### config.mk
export PLATFORM = sky130hd
export DESIGN_NAME = http_header_field_parser_flat
export DESIGN_NICKNAME = d
export VERILOG_FILES = /design/src/rtl/core/hhfp_pkg.sv /design/src/rtl/core/hhfp_ifs.sv /design/src/rtl/core/http_header_field_parser.sv /design/src/rtl/core/hhfp_step.sv /design/src/flat_wrapper.sv
export SDC_FILE = /design/constraint.sdc
export NUM_CORES = 1
export LEC_CHECK = 0
export ABC_AREA = 0
export BUFFER_PORTS_ARGS = -buffer_cell sky130_fd_sc_hd__buf_2
export CORE_UTILIZATION = 50
export CTS_BUF_LIST = sky130_fd_sc_hd__clkbuf_8
export CTS_CLUSTER_DIAMETER = 60
export DETAILED_ROUTE_END_ITERATION = 12
export GPL_ROUTABILITY_DRIVEN = 0
export MAX_ROUTING_LAYER = met4
export PLACE_DENSITY_LB_ADDON = 0.2
export SLEW_MARGIN = 5
export SYNTH_ARGS = -nofsm -noshare
export SYNTH_HDL_FRONTEND = slang
export SYNTH_SLANG_ARGS = --single-unit
export TNS_END_PERCENT = 50
### constraint.sdc
create_clock -name clk -period 5.74 [get_ports clk]
set_input_delay 0.574 -clock clk [delete_from_list [all_inputs] [get_ports clk]]
set_output_delay 0.574 -clock clk [all_outputs]
set_load 0.01 [all_outputs]
### src/rtl/core/hhfp_pkg.sv
// Package for the HTTP header field parser.
// Holds the sizing constants, phase and result types and character codes.
// No dependencies.
`default_nettype none

package hhfp_pkg;

    // Largest header block in bytes; the position counter can hold this value
    localparam int unsigned MAX_BLOCK_BYTES = 8192;
    localparam int unsigned POS_W           = $clog2(MAX_BLOCK_BYTES + 1);
    localparam int unsigned FIELD_W         = 13;
    localparam int unsigned KIND_W          = 2;

    typedef logic [POS_W-1:0]   pos_t;
    typedef logic [FIELD_W-1:0] field_t;
    typedef logic [KIND_W-1:0]  kind_t;

    // Result kinds
    localparam kind_t KIND_FIELD    = 2'd0;
    localparam kind_t KIND_DONE     = 2'd1;
    localparam kind_t KIND_OVERFLOW = 2'd2;

    // Character codes
    localparam logic [7:0] CHAR_CR    = 8'h0D;
    localparam logic [7:0] CHAR_LF    = 8'h0A;
    localparam logic [7:0] CHAR_COLON = 8'h3A;
    localparam logic [7:0] CHAR_SPACE = 8'h20;
    localparam logic [7:0] CHAR_TAB   = 8'h09;

    typedef enum logic [2:0] {
        PH_BEGIN,
        PH_NAME_BEGIN,
        PH_NAME,
        PH_OWS,
        PH_VALUE,
        PH_NEXT,
        PH_STOPPED
    } phase_t;

    typedef struct packed {
        phase_t phase;
        logic   prev_was_cr;
        pos_t   byte_position;
        pos_t   name_start;
        pos_t   name_stop;
        pos_t   value_start;
    } parse_state_t;

    typedef struct packed {
        kind_t  kind;
        field_t name_offset;
        field_t name_length;
        field_t value_offset;
        field_t value_length;
    } result_t;

    localparam parse_state_t STATE_RESET = '{
        phase:         PH_BEGIN,
        prev_was_cr:   1'b0,
        byte_position: '0,
        name_start:    '0,
        name_stop:     '0,
        value_start:   '0
    };

    // Position to reported field width: zero-extend or keep the low bits
    function automatic field_t to_field(input pos_t x);
        logic [31:0] w;
        w = 32'(x);
        return w[FIELD_W-1:0];
    endfunction

endpackage

`default_nettype wire

### src/rtl/core/hhfp_ifs.sv
// Valid/ready channel interfaces for the header field parser.
// Depends on hhfp_pkg for the field types.
`default_nettype none

interface hhfp_in_if;
    logic       valid;
    logic       ready;
    logic [7:0] data_byte;
    logic       block_start;

    modport source (output valid, output data_byte, output block_start, input ready);
    modport sink   (input valid, input data_byte, input block_start, output ready);
endinterface

interface hhfp_out_if;
    logic                 valid;
    logic                 ready;
    hhfp_pkg::kind_t      kind;
    hhfp_pkg::field_t     name_offset;
    hhfp_pkg::field_t     name_length;
    hhfp_pkg::field_t     value_offset;
    hhfp_pkg::field_t     value_length;

    modport source (output valid, output kind, output name_offset, output name_length,
                    output value_offset, output value_length, input ready);
    modport sink   (input valid, input kind, input name_offset, input name_length,
                    input value_offset, input value_length, output ready);
endinterface

`default_nettype wire

### src/rtl/core/http_header_field_parser.sv
// HTTP header field parser: one header byte per word, one result per field, and one on block end or overflow.
// A byte is registered in the input stage, then its result in the output register; a full output register stalls it.
// Throughput: one byte per cycle while no result finds the output register full; the state loop runs through hhfp_step.
// Reset: rst_n clears parser state and both stage valids; parser begins a block.
// Depends on hhfp_pkg, hhfp_ifs and hhfp_step.
`default_nettype none

module http_header_field_parser (
    input  wire logic       clk,
    input  wire logic       rst_n,
    hhfp_in_if.sink         in_ch,
    hhfp_out_if.source      out_ch
);

    logic                   s1_valid_reg;
    logic [7:0]             s1_byte_reg;
    logic                   s1_start_reg;
    hhfp_pkg::parse_state_t state_reg;
    hhfp_pkg::parse_state_t state_next;
    logic                   step_res_valid;
    hhfp_pkg::result_t      step_res;
    logic                   out_valid_reg;
    hhfp_pkg::result_t      out_reg;
    logic                   s1_fire;
    logic                   in_fire;

    hhfp_step u_step (
        .state       (state_reg),
        .data_byte   (s1_byte_reg),
        .block_start (s1_start_reg),
        .state_next  (state_next),
        .res_valid   (step_res_valid),
        .res         (step_res)
    );

    // input stage moves on unless its result finds the output register full
    assign s1_fire = s1_valid_reg && (!step_res_valid || !out_valid_reg || out_ch.ready);
    assign in_ch.ready = !s1_valid_reg || s1_fire;
    assign in_fire = in_ch.valid && in_ch.ready;

    // control registers
    always_ff @(posedge clk or negedge rst_n)
    begin
        if (!rst_n)
        begin
            s1_valid_reg  <= 1'b0;
            out_valid_reg <= 1'b0;
            state_reg     <= hhfp_pkg::STATE_RESET;
        end
        else
        begin
            if (in_ch.ready)
                s1_valid_reg <= in_ch.valid;
            if (s1_fire)
                state_reg <= state_next;
            if (s1_fire && step_res_valid)
                out_valid_reg <= 1'b1;
            else if (out_ch.ready)
                out_valid_reg <= 1'b0;
        end
    end

    // payload registers
    always_ff @(posedge clk)
    begin
        if (in_fire)
        begin
            s1_byte_reg  <= in_ch.data_byte;
            s1_start_reg <= in_ch.block_start;
        end
        if (s1_fire && step_res_valid)
            out_reg <= step_res;
    end

    assign out_ch.valid        = out_valid_reg;
    assign out_ch.kind         = out_reg.kind;
    assign out_ch.name_offset  = out_reg.name_offset;
    assign out_ch.name_length  = out_reg.name_length;
    assign out_ch.value_offset = out_reg.value_offset;
    assign out_ch.value_length = out_reg.value_length;

endmodule

`default_nettype wire

### src/rtl/core/hhfp_step.sv
// Per-byte next-state and result logic of the header field parser.
// Depends on hhfp_pkg.
`default_nettype none

module hhfp_step (
    input  wire hhfp_pkg::parse_state_t state,
    input  wire logic [7:0]             data_byte,
    input  wire logic                   block_start,
    output hhfp_pkg::parse_state_t      state_next,
    output logic                        res_valid,
    output hhfp_pkg::result_t           res
);

    always_comb
    begin
        hhfp_pkg::parse_state_t s;
        hhfp_pkg::pos_t         p;
        hhfp_pkg::pos_t         vlen;
        hhfp_pkg::pos_t         nlen;

        // a start mark restarts the parser on this word
        s = block_start ? hhfp_pkg::STATE_RESET : state;
        p = s.byte_position;
        vlen = '0;
        nlen = '0;
        res_valid = 1'b0;
        res = '0;
        state_next = s;

        if (s.phase == hhfp_pkg::PH_STOPPED)
        begin
            // hold until the next start mark
            state_next = s;
        end
        else if (p >= hhfp_pkg::pos_t'(hhfp_pkg::MAX_BLOCK_BYTES))
        begin
            state_next.phase = hhfp_pkg::PH_STOPPED;
            res_valid = 1'b1;
            res.kind = hhfp_pkg::KIND_OVERFLOW;
        end
        else
        begin
            if (s.phase == hhfp_pkg::PH_BEGIN)
            begin
                state_next.phase = hhfp_pkg::PH_NAME_BEGIN;
            end
            else
            begin
                // CR where a name would start ends the block
                if (state_next.phase == hhfp_pkg::PH_NEXT)
                begin
                    if (data_byte == hhfp_pkg::CHAR_CR)
                    begin
                        state_next.phase = hhfp_pkg::PH_STOPPED;
                        res_valid = 1'b1;
                        res.kind = hhfp_pkg::KIND_DONE;
                    end
                    else
                    begin
                        state_next.phase = hhfp_pkg::PH_NAME_BEGIN;
                    end
                end
                if (state_next.phase == hhfp_pkg::PH_NAME_BEGIN)
                begin
                    state_next.name_start = p;
                    state_next.phase = hhfp_pkg::PH_NAME;
                end
                // name runs to the colon, then optional whitespace
                if (state_next.phase == hhfp_pkg::PH_NAME)
                begin
                    if (data_byte == hhfp_pkg::CHAR_COLON)
                    begin
                        state_next.name_stop = p;
                        state_next.phase = hhfp_pkg::PH_OWS;
                    end
                end
                else if (state_next.phase == hhfp_pkg::PH_OWS)
                begin
                    if (data_byte != hhfp_pkg::CHAR_SPACE && data_byte != hhfp_pkg::CHAR_TAB)
                    begin
                        state_next.value_start = p;
                        state_next.phase = hhfp_pkg::PH_VALUE;
                    end
                end
                // value ends on LF right after CR
                if (state_next.phase == hhfp_pkg::PH_VALUE && s.prev_was_cr
                    && data_byte == hhfp_pkg::CHAR_LF)
                begin
                    if (p > state_next.value_start)
                        vlen = hhfp_pkg::pos_t'(p - state_next.value_start - hhfp_pkg::pos_t'(1));
                    if (state_next.name_stop >= state_next.name_start)
                        nlen = hhfp_pkg::pos_t'(state_next.name_stop - state_next.name_start);
                    res_valid = 1'b1;
                    res.kind = hhfp_pkg::KIND_FIELD;
                    res.name_offset = hhfp_pkg::to_field(state_next.name_start);
                    res.name_length = hhfp_pkg::to_field(nlen);
                    res.value_offset = hhfp_pkg::to_field(state_next.value_start);
                    res.value_length = hhfp_pkg::to_field(vlen);
                    state_next.phase = hhfp_pkg::PH_NEXT;
                end
            end
            state_next.prev_was_cr = (data_byte == hhfp_pkg::CHAR_CR);
            state_next.byte_position = hhfp_pkg::pos_t'(p + hhfp_pkg::pos_t'(1));
        end
    end

endmodule

`default_nettype wire
### src/flat_wrapper.sv
// flat-port wrapper written by rule: the top's interface ports become plain ports
module http_header_field_parser_flat 
  (clk, rst_n, in_ch_valid, in_ch_data_byte, in_ch_block_start, in_ch_ready, out_ch_valid, out_ch_kind, out_ch_name_offset, out_ch_name_length, out_ch_value_offset, out_ch_value_length, out_ch_ready);
  hhfp_in_if in_ch_i ();
  hhfp_out_if out_ch_i ();
  input  wire logic clk;
  input  wire logic rst_n;
  input wire logic [$bits(in_ch_i.valid)-1:0] in_ch_valid;
  input wire logic [$bits(in_ch_i.data_byte)-1:0] in_ch_data_byte;
  input wire logic [$bits(in_ch_i.block_start)-1:0] in_ch_block_start;
  output wire logic [$bits(in_ch_i.ready)-1:0] in_ch_ready;
  output wire logic [$bits(out_ch_i.valid)-1:0] out_ch_valid;
  output wire logic [$bits(out_ch_i.kind)-1:0] out_ch_kind;
  output wire logic [$bits(out_ch_i.name_offset)-1:0] out_ch_name_offset;
  output wire logic [$bits(out_ch_i.name_length)-1:0] out_ch_name_length;
  output wire logic [$bits(out_ch_i.value_offset)-1:0] out_ch_value_offset;
  output wire logic [$bits(out_ch_i.value_length)-1:0] out_ch_value_length;
  input wire logic [$bits(out_ch_i.ready)-1:0] out_ch_ready;
  assign in_ch_i.valid = in_ch_valid;
  assign in_ch_i.data_byte = in_ch_data_byte;
  assign in_ch_i.block_start = in_ch_block_start;
  assign in_ch_ready = in_ch_i.ready;
  assign out_ch_valid = out_ch_i.valid;
  assign out_ch_kind = out_ch_i.kind;
  assign out_ch_name_offset = out_ch_i.name_offset;
  assign out_ch_name_length = out_ch_i.name_length;
  assign out_ch_value_offset = out_ch_i.value_offset;
  assign out_ch_value_length = out_ch_i.value_length;
  assign out_ch_i.ready = out_ch_ready;
  http_header_field_parser u_core (.clk(clk), .rst_n(rst_n), .in_ch(in_ch_i), .out_ch(out_ch_i));
endmodule
==> results of run 1 <==
[power by group through the flow]
| stage | clock, mW | sequential, mW | combinational [mW] |
|---|---|---|---|
| after floorplan | 0 | 1.02 | 0.496 |
| after CTS | 0.820 | 1.03 | 0.625 |
| after global routing | 0.863 | 1.04 | 0.698 |
| final | 0.810 | 1.03 | 0.637 |
| after global placement | 0 | 1.05 | 0.602 |
| after detailed placement | 0 | 1.05 | 0.619 |
[metrics by stage]
step	hold slack (ps)	setup WS, ps	total power, mW	cells	cell area, um2
finish	293.7	1211	2.478	1005	8100
global placement	467.5	1476	1.648	973	7686
global route	267.7	920.2	2.597	1005	8100
floorplan	278.4	1491	1.514	756	7182
detailed placement	473.4	1329	1.665	973	7686
CTS	275.1	1295	2.474	1005	8100
[routing by layer]
| metal | vias to the layer above | part of all wire (%) | GRT usage, % |
|---|---|---|---|
| met2 | 234 | 46 | 37.68 |
| li1 | 2868 | - | - |
| met5 | - | 0 | - |
| met1 | 2863 | 45 | 33.68 |
| met4 | 0 | 2.4 | 11.73 |
| met3 | 41 | 5.8 | 4.682 |
[cells by family after synthesis]
family / after synthesis
AO/OA/AOI/OAI: 185
XOR/XNOR: 12
adder cells (fa/ha/maj): 33
buffers and inverters: 76
flip-flops: 125
multiplexers: 15
AND/OR/NAND/NOR: 310
[layout make-up]
type | count | area share (%)
Multi-Input combinational cell | 555 | 42.85
Sequential cell | 125 | 42.51
Inverter | 35 | 1.622
Clock inverter | 11 | 1.545
Tap cell | 180 | 2.780
Clock buffer | 21 | 3.568
Timing Repair Buffer | 78 | 5.128
[layout by cell type (no fill, tap or decap), types with 18 or more instances in the layout]
cell / instances
o21ai_0: 27
o221ai_1: 34
a21oi_1: 55
nor2b_1: 23
dfrtp_1: 62
nand2_1: 104
nor3_1: 18
clkbuf_8: 21
nor2_1: 88
inv_1: 38
ha_1: 31
buf_2: 68
edfxtp_1: 63
[worst max path at each step]
stage | startpoint | endpoint | slack (ps) | cells after the start
2_1_floorplan | u_core.s1_byte_reg[4]$_DFFE_PP_ | u_core.out_ch.kind[0]$_SDFFCE_PP0P_ | 1490 | 6
3_3_place_gp | u_core.s1_byte_reg[3]$_DFFE_PP_ | u_core.out_ch.value_length[11]$_SDFFCE_PP0P_ | 1480 | 12
3_5_place_dp | u_core.s1_byte_reg[3]$_DFFE_PP_ | u_core.out_ch.value_length[11]$_SDFFCE_PP0P_ | 1330 | 12
4_1_cts | u_core.s1_byte_reg[4]$_DFFE_PP_ | u_core.out_ch.value_length[11]$_SDFFCE_PP0P_ | 1290 | 12
5_1_grt | u_core.s1_byte_reg[4]$_DFFE_PP_ | u_core.out_ch.value_length[11]$_SDFFCE_PP0P_ | 920 | 12
6_report | u_core.s1_byte_reg[3]$_DFFE_PP_ | u_core.out_ch.value_length[11]$_SDFFCE_PP0P_ | 1210 | 12
==> results.toml, run 1 <==
[critical_path]
startpoint_type = "flop"
worstPathRequired_ps = 5930
path_class = "reg -> reg"
crit_chain = "or3b_2 -> a211o_1 -> nand2_1 -> mux2_2 -> nand2_1 -> ha_1 -> o21ai_0 -> nor2_1 -> o31a_1 -> o311ai_0 -> a211o_1 -> nor3_1"
cp_max_fo = 18
r2r-start = "u_core.s1_byte_reg[3]$_DFFE_PP_"
crit_slowest_cell = "a211o_1"
arrival_ps = 4720
critPathCaptureType = "flop"
rr_worst_depth = 12
path_delay_family = "compound AO/OA/AOI/OAI gates"
timing.rr.end = "u_core.out_ch.value_length[11]$_SDFFCE_PP0P_"
reg2reg_setup_slack_ps = 1210
slowest_delay_ps = 550
critPathBufInv = 0

[logic_synthesis]
syn-instance-count = 756
yosys_most_used_dff = "edfxtp_1"
netlist.area_leader.share_pct = 26.34
synth_compound_gate_area_share_pct = 17.74
synth_mux_area_share_pct = 2.230
synthTopCellsByArea = "edfxtp_1 (26%), dfrtp_1 (22%), nand2_1 (5.4%)"
ys_ff_latch = 125
synth-adder-area-share_pct = 5.958
syn_area_mm2 = 0.007182
yosys_warnings = 0
synth_area_leader_cell = "edfxtp_1"
synth_cell_types = 63
syn_avg_cell_area_um2 = 9.500
ys_seq_area_share_pct = 47.94
async_flop_share_pct = 49.60
synth_edf_count = 63
synthXorXnorAreaFrac_pct = 1.463
synth_top_family_by_area = "simple AND/OR/NAND/NOR gates"
syn_nets = 802
yosys-top-cells-count = "nand2_1 (104), nor2_1 (89), edfxtp_1 (63)"
yosysMostFrequentCell = "nand2_1"
synth-simple-area-share_pct = 20.44

[power_and_ir_drop]
clkPwrFrac_pct = 32.7
p_leak_nw = 3.478
switchingPower_uw = 789.8
pwr-share-comb_pct = 25.7
swShare_pct = 31.87
power_density_mw_per_mm2 = 305.9
vdd_ir_drop_max_mv = 0.1901
p_int_mw = 1.688
sequentialPowerShare_pct = 41.6

[clock_tree]
cts_buffers = 17
cts_hold_buf = 0
cts.htree.levels = 4
root_buffer = "clkbuf_8"
clk_path_buf_depth = 2
cts_resized = 0
path_clk_slew_ps = 70
clk_latency_ps = 450
cts_sinks = 125
postCtsSetupBuffers = 0
cts_tree = "built"

[route]
drc = 0
drtIter0Drc = 613
antenna_left = 0
drt-total-wl_um = 17470
drtPass1Iterations = 5
num_vias = 6006
vias_per_cell = 5.976
wl_per_cell_um = 17.39

[cells_and_area]
multi_input_area_mm2 = 0.003471
syn2layout_area_growth_pct = 12.79
diodes = 0
seqCellArea_mm2 = 0.003443
drive_gt1_share_pct = 15.52
fin_util_pct = 58.13
largest_register_ffs = 60
nets = 858
fill_cells = 1205

[timing]
rsz0062_at_grt = "false"
layout_worst_path_cycle_share_pct = 78.91
fmax_mhz = 220.8
fin_crit_ps = 4529
setup-violations-final = 0
fin_worst_skew_ps = 7.783
tns_ps = 0
slew_violations = 0
worst_pin_slew_ps = 1306
slew_headroom_pct = 12.93
hold_viol = 0

[floorplanning]
rows = 43
die_y_um = 121.9
initial_core_util_pct = 51.54
die_area_mm2 = 0.01485
coreArea_mm2 = 0.01393
io_pins = 69
fp.dieW_um = 121.9

[grt]
antenna_found_initial = 0
grt_pass1_vias = 5466
grt_pass1_wl_um = 28040
grt_max_degree = 69
gr-total-overflow = 0
track_usage_pct = 25.39

[worst_hold_path]
hold_depth = 1
min_to = "u_core.s1_byte_reg[5]$_DFFE_PP_"
hold_class = "in -> reg"
hold_start = "in_ch_data_byte[5]"

[placement]
hpwl_um = 11960
numPortBuffers = 68

[run_status]
status = "completed"

[job]
drv_cap = 0
Power figures use the tool's default switching activity.
==> run 2, diff against run 1 <==
==> constraint.sdc (replaced) <==
create_clock -name clk -period 4.2 [get_ports clk]
set_input_delay 0.42 -clock clk [delete_from_list [all_inputs] [get_ports clk]]
set_output_delay 0.42 -clock clk [all_outputs]
set_load 0.01 [all_outputs]
==> results.toml, run 2 (synthesis gave the netlist of run 1 again) <==
[run_status]
status = "completed"

[route]
drtIter0Drc = 493
antenna_left = 0
drtPass1Iterations = 5
drt-total-wl_um = 17790
wl_per_cell_um = 17.53
vias_per_cell = 5.900
drc = 0
num_vias = 5988

[cells_and_area]
final_cells = 1015
largest_register_ffs = 60
layout_commonest_cell = "nand2_1"
nets = 868
layout_common_cells = "nand2_1 (104), nor2_1 (87), buf_2 (68)"
diodes = 0
syn2layout_area_growth_pct = 14.51
fill_cells = 1234
drive_gt1_share_pct = 16.89

[placement]
numPlacedInstances = 983
hpwl_um = 12500
preCtsSetupSlack_ps = 59.86
numPortBuffers = 68

[grt]
track_usage_pct = 26.66
grt_pass1_vias = 5888
antenna_found_initial = 0
grt_pass1_wl_um = 29400
gr-total-overflow = 0
grt_max_degree = 58

[critical_path]
worstPathRequired_ps = 4440
path_delay_family = "simple AND/OR/NAND/NOR gates"
crit_slowest_cell = "or4_1"
path_class = "reg -> reg"
cp_max_fo = 10
crit_chain = "or4_1 -> a211o_1 -> nand2_1 -> buf_4 -> mux2i_1 -> or2_2 -> ha_1 -> inv_1 -> fa_1 -> nor2b_1 -> o21ai_0 -> a21oi_1 -> nor3_1 -> nor2_1 -> a2111oi_2"
critPathCaptureType = "flop"
critPathBufInv = 2
startpoint_type = "flop"
slowest_delay_ps = 570
arrival_ps = 4210

[floorplanning]
die_area_mm2 = 0.01485
initial_core_util_pct = 51.54
rows = 43
fp.dieW_um = 121.9
io_pins = 69
die_y_um = 121.9
coreArea_mm2 = 0.01393

[worst_hold_path]
hold_class = "in -> async"

[timing]
setup-violations-final = 0
rsz0062_at_grt = "false"
layout_worst_path_cycle_share_pct = 94.50
fin_crit_ps = 3969
fmax_mhz = 251.9
slew_headroom_pct = 44.73
worst_pin_slew_ps = 829.0
holdWs_ps = 61.41
tns_ps = 0
fin_worst_skew_ps = 13.39
hold_viol = 0
slew_violations = 0
setup_slack_ps = 230.8

[clock_tree]
cts_tree = "built"
cts_buffers = 17
postCtsSetupBuffers = 0
cts.htree.levels = 4
cts_hold_buf = 0
cts_sinks = 125
root_buffer = "clkbuf_8"
clk_latency_ps = 470
path_clk_slew_ps = 70
clk_path_buf_depth = 2

[job]
drv_cap = 0

[power_and_ir_drop]
total_power_mw = 3.372
power_density_mw_per_mm2 = 410.0
vdd_ir_drop_max_mv = 0.2424
p_leak_nw = 3.533
[run 2: final cells by class]
type / count / area, um2 / area share [%]
Multi-Input combinational cell: 555 / 3486 / 42.39
Sequential cell: 125 / 3443 / 41.87
Timing Repair Buffer: 88 / 544.3 / 6.618
Clock buffer: 19 / 261.5 / 3.180
Tap cell: 180 / 225.2 / 2.738
Clock inverter: 13 / 132.6 / 1.613
Inverter: 35 / 131.4 / 1.597
[run 2: what timing repair did]
item                                    CTS  global route
hold endpoints to repair                  0             0
gates resized for setup                   0             7
endpoints found under the setup margin    0            20
[run 2: final timing paths]
check	startpoint	endpoint	slack, ps	cells past startpoint
worst max-delay path	u_core.s1_byte_reg[4]$_DFFE_PP_	u_core.out_ch.value_length[12]$_SDFFCE_PP0P_	230	15
min in group clk	in_ch_data_byte[6]	u_core.s1_byte_reg[6]$_DFFE_PP_	140	1
worst min-delay path	rst_n	u_core.state_reg[11]$_DFFE_PN0P_	60	1
worst min register to register	u_core.state_reg[27]$_DFFE_PN0P_	u_core.state_reg[27]$_DFFE_PN0P_	490	1
worst max register to register	u_core.s1_byte_reg[4]$_DFFE_PP_	u_core.out_ch.value_length[12]$_SDFFCE_PP0P_	230	15
max in group asynchronous	rst_n	u_core.state_reg[0]$_DFFE_PN0P_	3230	2
[run 2: report_power, final]
group | total [mW] | internal [mW] | switching (mW) | leakage (nW)
logic | 0.895 | 0.352 | 0.543 | 1.85
registers | 1.40 | 1.33 | 0.0702 | 1.46
clock network | 1.07 | 0.601 | 0.471 | 0.219
[run 2: through the flow]
| step | utilization [%] | instance area [um2] |
|---|---|---|
| 2_1_floorplan | - | 7184 |
| 3_3_place_gp | 56.00 | 7804 |
| 3_5_place_dp | 56.00 | 7804 |
| 4_1_cts | 58.83 | 8198 |
| 5_1_grt | 59.02 | 8224 |
| 6_report | 59.02 | 8224 |
[run 2: layer usage]
metal / GRT usage, % / wire length, um / part of all wire (%)
met5: - / 0 / 0
met4: 11.96 / 484 / 2.7
met3: 4.775 / 770 / 4.3
met2: 41.98 / 8453 / 48
met1: 33.51 / 8082 / 45
